$ cat src/rtl/core/handle_table_find_or_allocate_top_assert.svh
// Assertion macros for the handle table.
// Each macro takes a label, an antecedent and a consequent.
`ifndef HANDLE_TABLE_FIND_OR_ALLOCATE_TOP_ASSERT_SVH
`define HANDLE_TABLE_FIND_OR_ALLOCATE_TOP_ASSERT_SVH
`ifndef SYNTHESIS
// Consequent must hold in the same cycle
`define HTFA_ASSERT_SAME(lbl, ante, cons) \
    lbl: assert property (@(posedge clk) disable iff (!rst_n) (ante) |-> (cons)) \
        else $error("assertion failed: same-cycle check");
// Consequent must hold in the following cycle
`define HTFA_ASSERT_NEXT(lbl, ante, cons) \
    lbl: assert property (@(posedge clk) disable iff (!rst_n) (ante) |=> (cons)) \
        else $error("assertion failed: next-cycle check");
`else
`define HTFA_ASSERT_SAME(lbl, ante, cons)
`define HTFA_ASSERT_NEXT(lbl, ante, cons)
`endif
`endif

$ cat src/rtl/core/htfa_pkg.sv
package htfa_pkg;

    localparam int MODE_W   = 3;
    localparam int SLOT_W   = 8;
    localparam int HANDLE_W = 16;

    // Operation codes
    localparam logic [MODE_W-1:0] MODE_OPEN  = 3'd0;
    localparam logic [MODE_W-1:0] MODE_CLOSE = 3'd1;
    localparam logic [MODE_W-1:0] MODE_QUERY = 3'd2;
    localparam logic [MODE_W-1:0] MODE_ADD   = 3'd3;
    localparam logic [MODE_W-1:0] MODE_DROP  = 3'd4;

    // Status codes
    localparam logic ST_OK  = 1'b0;
    localparam logic ST_ERR = 1'b1;

    // Slots below this one are the console slots
    localparam logic [SLOT_W-1:0] FIRST_USER_SLOT = 8'd3;

    // Outcome of an open scan
    typedef struct packed {
        logic              found;
        logic [SLOT_W-1:0] hit;
        logic              have_free;
        logic [SLOT_W-1:0] free_slot;
    } scan_res_t;

endpackage

$ cat src/rtl/core/htfa_mem.sv
module htfa_mem #(
    parameter int DEPTH  = 128,
    parameter int ADDR_W = 7
) (
    input  logic                          clk,
    input  logic                          we,
    input  logic [ADDR_W-1:0]             waddr,
    input  logic [htfa_pkg::HANDLE_W-1:0] wdata,
    input  logic                          re,
    input  logic [ADDR_W-1:0]             raddr,
    output logic [htfa_pkg::HANDLE_W-1:0] rdata
);

    logic [htfa_pkg::HANDLE_W-1:0] mem_reg [DEPTH];
    logic [htfa_pkg::HANDLE_W-1:0] rdata_reg;

    // Write port
    always_ff @(posedge clk)
    begin
        if (we)
        begin
            mem_reg[waddr] <= wdata;
        end
    end

    // Registered read port
    always_ff @(posedge clk)
    begin
        if (re)
        begin
            rdata_reg <= mem_reg[raddr];
        end
    end

    assign rdata = rdata_reg;

endmodule

$ cat src/rtl/core/htfa_scan.sv
module htfa_scan #(
    parameter int IDX_W = 7
) (
    input  logic                          clk,
    input  logic                          rst_n,
    input  logic                          clear,
    input  logic                          vld,
    input  logic [IDX_W-1:0]              idx,
    input  logic                          occ,
    input  logic [htfa_pkg::HANDLE_W-1:0] data,
    input  logic [htfa_pkg::HANDLE_W-1:0] host,
    output htfa_pkg::scan_res_t           res
);

    logic                        found_reg, found_next;
    logic [htfa_pkg::SLOT_W-1:0] hit_reg, hit_next;
    logic                        free_vld_reg, free_vld_next;
    logic [htfa_pkg::SLOT_W-1:0] free_reg, free_next;

    // First matching occupied slot, last free slot
    always_comb
    begin
        found_next    = found_reg;
        hit_next      = hit_reg;
        free_vld_next = free_vld_reg;
        free_next     = free_reg;
        if (clear)
        begin
            found_next    = 1'b0;
            free_vld_next = 1'b0;
        end
        else if (vld)
        begin
            if (occ)
            begin
                if (!found_reg && data == host)
                begin
                    found_next = 1'b1;
                    hit_next   = htfa_pkg::SLOT_W'(idx);
                end
            end
            else
            begin
                free_vld_next = 1'b1;
                free_next     = htfa_pkg::SLOT_W'(idx);
            end
        end
    end

    always_ff @(posedge clk or negedge rst_n)
    begin
        if (!rst_n)
        begin
            found_reg    <= 1'b0;
            free_vld_reg <= 1'b0;
        end
        else
        begin
            found_reg    <= found_next;
            free_vld_reg <= free_vld_next;
        end
    end

    always_ff @(posedge clk)
    begin
        hit_reg  <= hit_next;
        free_reg <= free_next;
    end

    assign res.found     = found_reg;
    assign res.hit       = hit_reg;
    assign res.have_free = free_vld_reg;
    assign res.free_slot = free_reg;

endmodule

$ cat src/rtl/core/handle_table_find_or_allocate_top.sv
// Handle table: local slot to host handle map, find-or-allocate on open.
// Open: one RAM read per slot over slots 3 to TABLE_SLOTS-1, then a drain state,
//   then a finish state that registers the result.
// Close, query, add/drop user: the latched request goes straight to the finish state.
// One item in flight at a time; result backpressure holds the finish state.
// Reset: console slots 0-2 marked occupied, user count zero; handle RAM not cleared.
`include "handle_table_find_or_allocate_top_assert.svh"

module handle_table_find_or_allocate_top #(
    parameter int TABLE_SLOTS = 128
) (
    input  logic                          clk,
    input  logic                          rst_n,
    input  logic                          in_valid,
    output logic                          in_ready,
    input  logic [htfa_pkg::MODE_W-1:0]   mode,
    input  logic [htfa_pkg::SLOT_W-1:0]   slot,
    input  logic [htfa_pkg::HANDLE_W-1:0] host_handle,
    output logic                          out_valid,
    input  logic                          out_ready,
    output logic                          status,
    output logic [htfa_pkg::SLOT_W-1:0]   slot_out,
    output logic [htfa_pkg::HANDLE_W-1:0] handle_out,
    output logic                          is_open,
    output logic                          release_all
);

    localparam int IDX_W = $clog2(TABLE_SLOTS);
    localparam int CNT_W = htfa_pkg::HANDLE_W;

    localparam logic [1:0] S_IDLE  = 2'd0;
    localparam logic [1:0] S_SCAN  = 2'd1;
    localparam logic [1:0] S_DRAIN = 2'd2;
    localparam logic [1:0] S_FIN   = 2'd3;

    logic [1:0]                    state_reg, state_next;
    logic [IDX_W-1:0]              cnt_reg, cnt_next;
    logic [TABLE_SLOTS-1:0]        occ_reg, occ_next;
    logic                          occ_rd_reg;
    logic                          pipe_vld_reg;
    logic [IDX_W-1:0]              pipe_idx_reg;
    logic [CNT_W-1:0]              users_reg, users_next;

    // Latched request
    logic [htfa_pkg::MODE_W-1:0]   mode_reg;
    logic [htfa_pkg::SLOT_W-1:0]   slot_reg;
    logic [htfa_pkg::HANDLE_W-1:0] host_reg;
    logic                          range_reg;

    // Output register
    logic                          out_vld_reg, out_vld_next;
    logic                          status_reg;
    logic [htfa_pkg::SLOT_W-1:0]   slot_out_reg;
    logic [htfa_pkg::HANDLE_W-1:0] handle_out_reg;
    logic                          is_open_reg;
    logic                          release_reg;

    logic                          accept;
    logic                          in_range;
    logic [IDX_W-1:0]              in_idx;
    logic [IDX_W-1:0]              occ_addr;
    logic                          mem_re;
    logic [IDX_W-1:0]              mem_raddr;
    logic                          mem_we;
    logic [IDX_W-1:0]              mem_waddr;
    logic [htfa_pkg::HANDLE_W-1:0] mem_q;
    logic                          load;
    htfa_pkg::scan_res_t           scan_res;

    // Result of the finishing cycle
    logic                          r_status;
    logic [htfa_pkg::SLOT_W-1:0]   r_slot;
    logic [htfa_pkg::HANDLE_W-1:0] r_handle;
    logic                          r_open;
    logic                          r_release;

    assign in_ready = (state_reg == S_IDLE);
    assign accept   = in_valid && in_ready;
    assign in_range = ({1'b0, slot} < (htfa_pkg::SLOT_W + 1)'(TABLE_SLOTS));
    assign in_idx   = slot[IDX_W-1:0];
    assign load     = (state_reg == S_FIN) && (!out_vld_reg || out_ready);

    // Single read port into occupancy and handle RAM: scan counter or request slot
    assign occ_addr  = (state_reg == S_SCAN) ? cnt_reg : in_idx;
    assign mem_raddr = occ_addr;
    assign mem_re    = (state_reg == S_SCAN) ||
                       (accept && mode == htfa_pkg::MODE_QUERY && in_range);

    htfa_mem #(
        .DEPTH  (TABLE_SLOTS),
        .ADDR_W (IDX_W)
    ) u_mem (
        .clk   (clk),
        .we    (mem_we),
        .waddr (mem_waddr),
        .wdata (host_reg),
        .re    (mem_re),
        .raddr (mem_raddr),
        .rdata (mem_q)
    );

    htfa_scan #(
        .IDX_W (IDX_W)
    ) u_scan (
        .clk   (clk),
        .rst_n (rst_n),
        .clear (accept),
        .vld   (pipe_vld_reg),
        .idx   (pipe_idx_reg),
        .occ   (occ_rd_reg),
        .data  (mem_q),
        .host  (host_reg),
        .res   (scan_res)
    );

    // Sequencer
    always_comb
    begin
        state_next = state_reg;
        cnt_next   = cnt_reg;
        unique case (state_reg)
            S_IDLE:
            begin
                if (accept)
                begin
                    if (mode == htfa_pkg::MODE_OPEN)
                    begin
                        state_next = S_SCAN;
                        cnt_next   = IDX_W'(htfa_pkg::FIRST_USER_SLOT);
                    end
                    else
                    begin
                        state_next = S_FIN;
                    end
                end
            end
            S_SCAN:
            begin
                cnt_next = cnt_reg + 1'b1;
                if (cnt_reg == IDX_W'(TABLE_SLOTS - 1))
                begin
                    state_next = S_DRAIN;
                end
            end
            S_DRAIN:
            begin
                state_next = S_FIN;
            end
            S_FIN:
            begin
                if (load)
                begin
                    state_next = S_IDLE;
                end
            end
            default:
            begin
                state_next = S_IDLE;
            end
        endcase
    end

    // Result and state update
    always_comb
    begin
        r_status   = htfa_pkg::ST_ERR;
        r_slot     = slot_reg;
        r_handle   = '0;
        r_open     = 1'b0;
        r_release  = 1'b0;
        occ_next   = occ_reg;
        users_next = users_reg;
        mem_we     = 1'b0;
        mem_waddr  = scan_res.free_slot[IDX_W-1:0];
        case (mode_reg)
            htfa_pkg::MODE_OPEN:
            begin
                if (scan_res.found)
                begin
                    r_status = htfa_pkg::ST_OK;
                    r_slot   = scan_res.hit;
                    r_handle = host_reg;
                end
                else if (scan_res.have_free)
                begin
                    r_status = htfa_pkg::ST_OK;
                    r_slot   = scan_res.free_slot;
                    r_handle = host_reg;
                    mem_we   = load;
                    if (load)
                    begin
                        occ_next[mem_waddr] = 1'b1;
                    end
                end
            end
            htfa_pkg::MODE_CLOSE:
            begin
                if (range_reg)
                begin
                    r_status = htfa_pkg::ST_OK;
                    if (load)
                    begin
                        occ_next[slot_reg[IDX_W-1:0]] = 1'b0;
                    end
                end
            end
            htfa_pkg::MODE_QUERY:
            begin
                if (range_reg && occ_rd_reg)
                begin
                    r_status = htfa_pkg::ST_OK;
                    r_open   = 1'b1;
                    // Console slots hold their preset handle
                    r_handle = (slot_reg < htfa_pkg::FIRST_USER_SLOT) ?
                               htfa_pkg::HANDLE_W'(slot_reg) : mem_q;
                end
            end
            htfa_pkg::MODE_ADD:
            begin
                r_status = htfa_pkg::ST_OK;
                if (load && users_reg != '1)
                begin
                    users_next = users_reg + 1'b1;
                end
            end
            htfa_pkg::MODE_DROP:
            begin
                r_status = htfa_pkg::ST_OK;
                if (users_reg != '0)
                begin
                    r_release = (users_reg == CNT_W'(1));
                    if (load)
                    begin
                        users_next = users_reg - 1'b1;
                    end
                end
            end
            default:
            begin
                r_status = htfa_pkg::ST_ERR;
            end
        endcase
    end

    assign out_vld_next = load ? 1'b1 : (out_ready ? 1'b0 : out_vld_reg);

    // Control state
    always_ff @(posedge clk or negedge rst_n)
    begin
        if (!rst_n)
        begin
            state_reg    <= S_IDLE;
            occ_reg      <= TABLE_SLOTS'(3'b111);
            users_reg    <= '0;
            out_vld_reg  <= 1'b0;
            pipe_vld_reg <= 1'b0;
        end
        else
        begin
            state_reg    <= state_next;
            occ_reg      <= occ_next;
            users_reg    <= users_next;
            out_vld_reg  <= out_vld_next;
            pipe_vld_reg <= (state_reg == S_SCAN);
        end
    end

    // Payload and datapath registers
    always_ff @(posedge clk)
    begin
        cnt_reg      <= cnt_next;
        pipe_idx_reg <= cnt_reg;
        if (state_reg == S_SCAN || accept)
        begin
            occ_rd_reg <= occ_reg[occ_addr] && ((state_reg == S_SCAN) || in_range);
        end
        if (accept)
        begin
            mode_reg  <= mode;
            slot_reg  <= slot;
            host_reg  <= host_handle;
            range_reg <= in_range;
        end
        if (load)
        begin
            status_reg     <= r_status;
            slot_out_reg   <= r_slot;
            handle_out_reg <= r_handle;
            is_open_reg    <= r_open;
            release_reg    <= r_release;
        end
    end

    assign out_valid   = out_vld_reg;
    assign status      = status_reg;
    assign slot_out    = slot_out_reg;
    assign handle_out  = handle_out_reg;
    assign is_open     = is_open_reg;
    assign release_all = release_reg;

    // Checks
    `HTFA_ASSERT_NEXT(a_busy_after_accept, accept, !in_ready)
    `HTFA_ASSERT_SAME(a_load_when_free, load, !out_vld_reg || out_ready)
    `HTFA_ASSERT_SAME(a_alloc_user_slot, mem_we, scan_res.free_slot >= htfa_pkg::FIRST_USER_SLOT)
    `HTFA_ASSERT_SAME(a_release_ok, out_vld_reg && release_reg, status_reg == htfa_pkg::ST_OK)

endmodule
$ cat config.mk
export PLATFORM = sky130hd
export DESIGN_NAME = handle_table_find_or_allocate_top
export DESIGN_NICKNAME = d
export VERILOG_FILES = /design/src/rtl/core/htfa_pkg.sv /design/src/rtl/core/htfa_mem.sv /design/src/rtl/core/htfa_scan.sv /design/src/rtl/core/handle_table_find_or_allocate_top.sv
export VERILOG_INCLUDE_DIRS = /design/src /design/src/rtl/core
export SDC_FILE = /design/constraint.sdc
export NUM_CORES = 2
export LEC_CHECK = 0
export BUFFER_PORTS_ARGS = -buffer_cell sky130_fd_sc_hd__buf_2
export CORE_ASPECT_RATIO = 0.9
export CORE_UTILIZATION = 55
export CTS_CLUSTER_SIZE = 16
export DETAILED_ROUTE_END_ITERATION = 8
export GPL_TIMING_DRIVEN = 1
export PLACE_DENSITY = 0.71
export RECOVER_POWER = 50
export SLEW_MARGIN = 20
export SYNTH_ARGS = -nofsm -noshare
export SYNTH_HDL_FRONTEND = slang
export SYNTH_SLANG_ARGS = --single-unit
$ cat constraint.sdc
create_clock -name clk -period 5.9 [get_ports clk]
set_input_delay 0.885 -clock clk [delete_from_list [all_inputs] [get_ports clk]]
set_output_delay 0.885 -clock clk [all_outputs]
set_load 0.01 [all_outputs]
==> metrics.md <==
| Metric | Value |
|---|---|
| Cells after Synth | `4,759` |
| Area Overhead vs Synth | `11.8%` |
| TritonCTS buffer count | `217` |
| Prevailing post-synth register cell | `edfxtp_1` |
| Core footprint | `around 160,000 um^2` |
| Root Buffer | `clkbuf_16` |
| Yosys top cell area share | `a little under three quarters` |
| Die width | `approximately 430 um` |
| Fin crit period | `around 5200 ps` |
| Number of antenna violations at the first check in global routing | `10` |
| Synth area leaders | `edfxtp_1 (72%), mux4_2 (13%), dfrtp_1 (4.1%), nand2_1 (2.6%), nand3_1 (1.2%)` |
| Most common library cell in the layout ignoring fill and taps | `edfxtp_1` |
| Critical Path End Type | `flop` |
| GRT Total Usage | `approximately 30%` |
| Cell count along the critical path | `3` |
| Detailed-route via count | `between 40,000 and 50,000` |
| Failing checks | `max-capacitance violations, max-slew violations` |
| Largest net degree at the start of global routing | `131` |
| Clock Sinks | `approximately 2,300` |
| IO buf count | `59` |
| Register area share after synthesis | `around three quarters` |
| Crit. Startpoint | `host_reg[2]` |
| Layout cells sized above 1 | `approximately a fifth` |
| Max-cap violations | `34` |
| Slew Viols, Final | `2,136` |
| Maximum clock rate | `0.193 GHz` |
| Reg2Reg Depth | `3` |
| Final hold vios | `0` |
| Synth unique cells | `between 50 and 60` |
| Top delay family on crit path | `buffers and inverters` |
| First-pass GRT wire length | `344 mm` |
| Worst min path class | `input port to flop` |
| Placer congestion estimate | `approximately 0.94` |
| Least-Margin Pin Slew | `about 5000 ps` |
| Initial DRT Pass Iterations | `7` |
| Per-cell routed wire length | `around 33 um` |
| CTS tree | `done` |
| Post-cts gate resize count | `0` |
| Leak | `approximately 32 nW` |
| Data required, critical path | `between 6000 and 7000 ps` |
| Worst path slowest cell | `clkbuf_1` |
| Die height | `between 300 and 400 um` |
| CTS clk-pin slew, worst paths | `60 ps` |
| Synth Warn # | `0` |
| Total negative slack | `0 ps` |
| Run status | `finished, violations left` |
| Final global-route overflow total | `0` |
| Worst-Skew Late Latency | `roughly 840 ps` |
| Buffers & Inverters on Critical Path | `3` |
| Initial Util | `between 50% and 60%` |
| H-Tree Depth | `4` |
| Num ports | `60` |
| Critical path arrival | `5590 ps` |
| DP HPWL | `144 mm` |
| Top cell type by total area after synthesis | `edfxtp_1` |
| Final Skew | `39.1 ps` |
| Crit-path most repeated cell | `clkbuf_1` |
| Site Rows | `between 100 and 150` |
| CP Max Fanout | `56` |
| Hold Worst Slack | `~230 ps` |
| Max reg flops | `between 2,000 and 2,500` |
| Hold path start | `host_handle[3]` |
| Worst-path cell chain | `clkbuf_1 -> clkbuf_1 -> clkbuf_2` |
| Kind of critical path | `flop to flop` |
| Final period util | `between 80% and 90%` |
| Setup Fix Bufs, Post-CTS | `0` |
| Clock tree buffer depth | `3` |
| Worst reg2reg path startpoint | `host_reg[2]` |
| #FFs+latches synth | `around 2,300` |
| PD cells | `311 nW/um^2` |
| Crit start category | `flop` |
| Hold Path Stages | `1` |
| Async set-reset flop share out of synthesis | `roughly 6.5%` |
| Syn nets | `approximately 4,800` |
| Total Routed Length | `242 mm` |
| Remaining DRCs | `0` |
| DRT antenna net count | `0` |
| Hold buffer count at CTS | `0` |
| Number of flops mapped to enable cells by yosys | `~2,100` |
| Layout Nets | `between 5,000 and 6,000` |
| Vias in the first global route | `approximately 47,000` |
| Post-Syn Area per Cell | `18.9 um^2` |
| RSZ-0062 raised after global routing | `false` |
| # setup viols final | `0` |
| Die footprint | `around 160,000 um^2` |
| Worst rel slew slack | `-234%` |
| Commonest non-fill, non-tap cells in the layout | `edfxtp_1 (2,141), nand2_1 (614), mux4_2 (528)` |
| Via/cell ratio | `6.67` |
| Synthesized area | `~90,000 um^2` |
| Largest stage delay on the critical path | `between 1500 and 2000 ps` |
| Peak supply drop | `~0.26 mV` |
| DRT iter0 DRCs | `approximately 7,600` |
## logic make-up (layout without fill, tap and decap cells)
kind of cell    Yosys count  count (layout)  synth area share [%]
compound gates          338             338                  2.49
flops                  2298            2298                  75.9
xor+xnor                 37              37                 0.361
mux                     550             550                  13.5
buf+inv                 267             717                  1.54
other cells               0               5                     0
fa+ha+maj                 9               9                 0.125
simple gates           1260            1260                  6.09
## per-layer routing
metal	vias to the layer above	share of wire (%)	track usage, %
met5	-	0.040	0
met4	14	3.8	9.91
met3	486	13	8.13
met2	3291	45	43.4
met1	25500	39	42.7
li1	19600	-	-
## path summary, 6_finish.rpt
kind	slack, ps	to
setup reg to reg	720	u_mem.mem_reg[55][2]
min in group asynchronous	1930	u_scan.free_vld_reg
hold / removal	230	host_reg[3]
hold reg to reg	440	u_scan.free_reg[4]
setup / recovery	720	u_mem.mem_reg[55][2]
max in group asynchronous	1120	occ_reg[31]
## per-stage QoR
stage | instance area (um^2) | total power, mW | setup WS (ps) | util (%) | instances
2_1_floorplan | 89800 | 17.9 | 2240 | - | 4759
3_3_place_gp | 93700 | 17.9 | 924 | 57.8 | 6937
3_5_place_dp | 93700 | 17.9 | 894 | 57.8 | 6937
4_1_cts | 101000 | 31.3 | 870 | 62.1 | 7338
5_1_grt | 100000 | 31.9 | 306 | 62.0 | 7339
6_report | 100000 | 31.2 | 719 | 62.0 | 7344
## worst register-to-register path, stage by stage, from the launching register on
cell and delay [ps]:
edfxtp_1 330, clkbuf_1 1670, clkbuf_1 1490, clkbuf_2 1200
## layout make-up
type | count | area [um^2]
Sequential cell | 2298 | 68200
Fill cell | 11000 | 61600
Multi-Input combinational cell | 2194 | 20500
Clock buffer | 276 | 5790
Tap cell | 2130 | 2670
Timing Repair Buffer | 303 | 2190
Clock inverter | 125 | 1080
Inverter | 13 | 48.8
Antenna cell | 5 | 12.5
## cell usage after synthesis (17+ instances only)
library cell,instances
a21oi_1,139
a2bb2oi_1,65
a31oi_1,40
and3_1,43
buf_1,30
buf_2,79
buf_4,41
buf_6,17
clkbuf_1,87
dfrtp_1,147
edfxtp_1,2141
mux4_2,528
nand2_1,614
nand3_1,207
nand4_1,35
nor2_1,261
nor3_1,24
nor4_1,20
xor2_1,26
## power breakdown
group / switching (mW) / internal, mW / total [mW]
Combinational: 0.0310 / 0.00768 / 0.0386
Clock: 5.98 / 7.66 / 13.6
Sequential: 0.0000000000000000158 / 17.5 / 17.5
No activity file was read; power rests on OpenSTA's default activity.
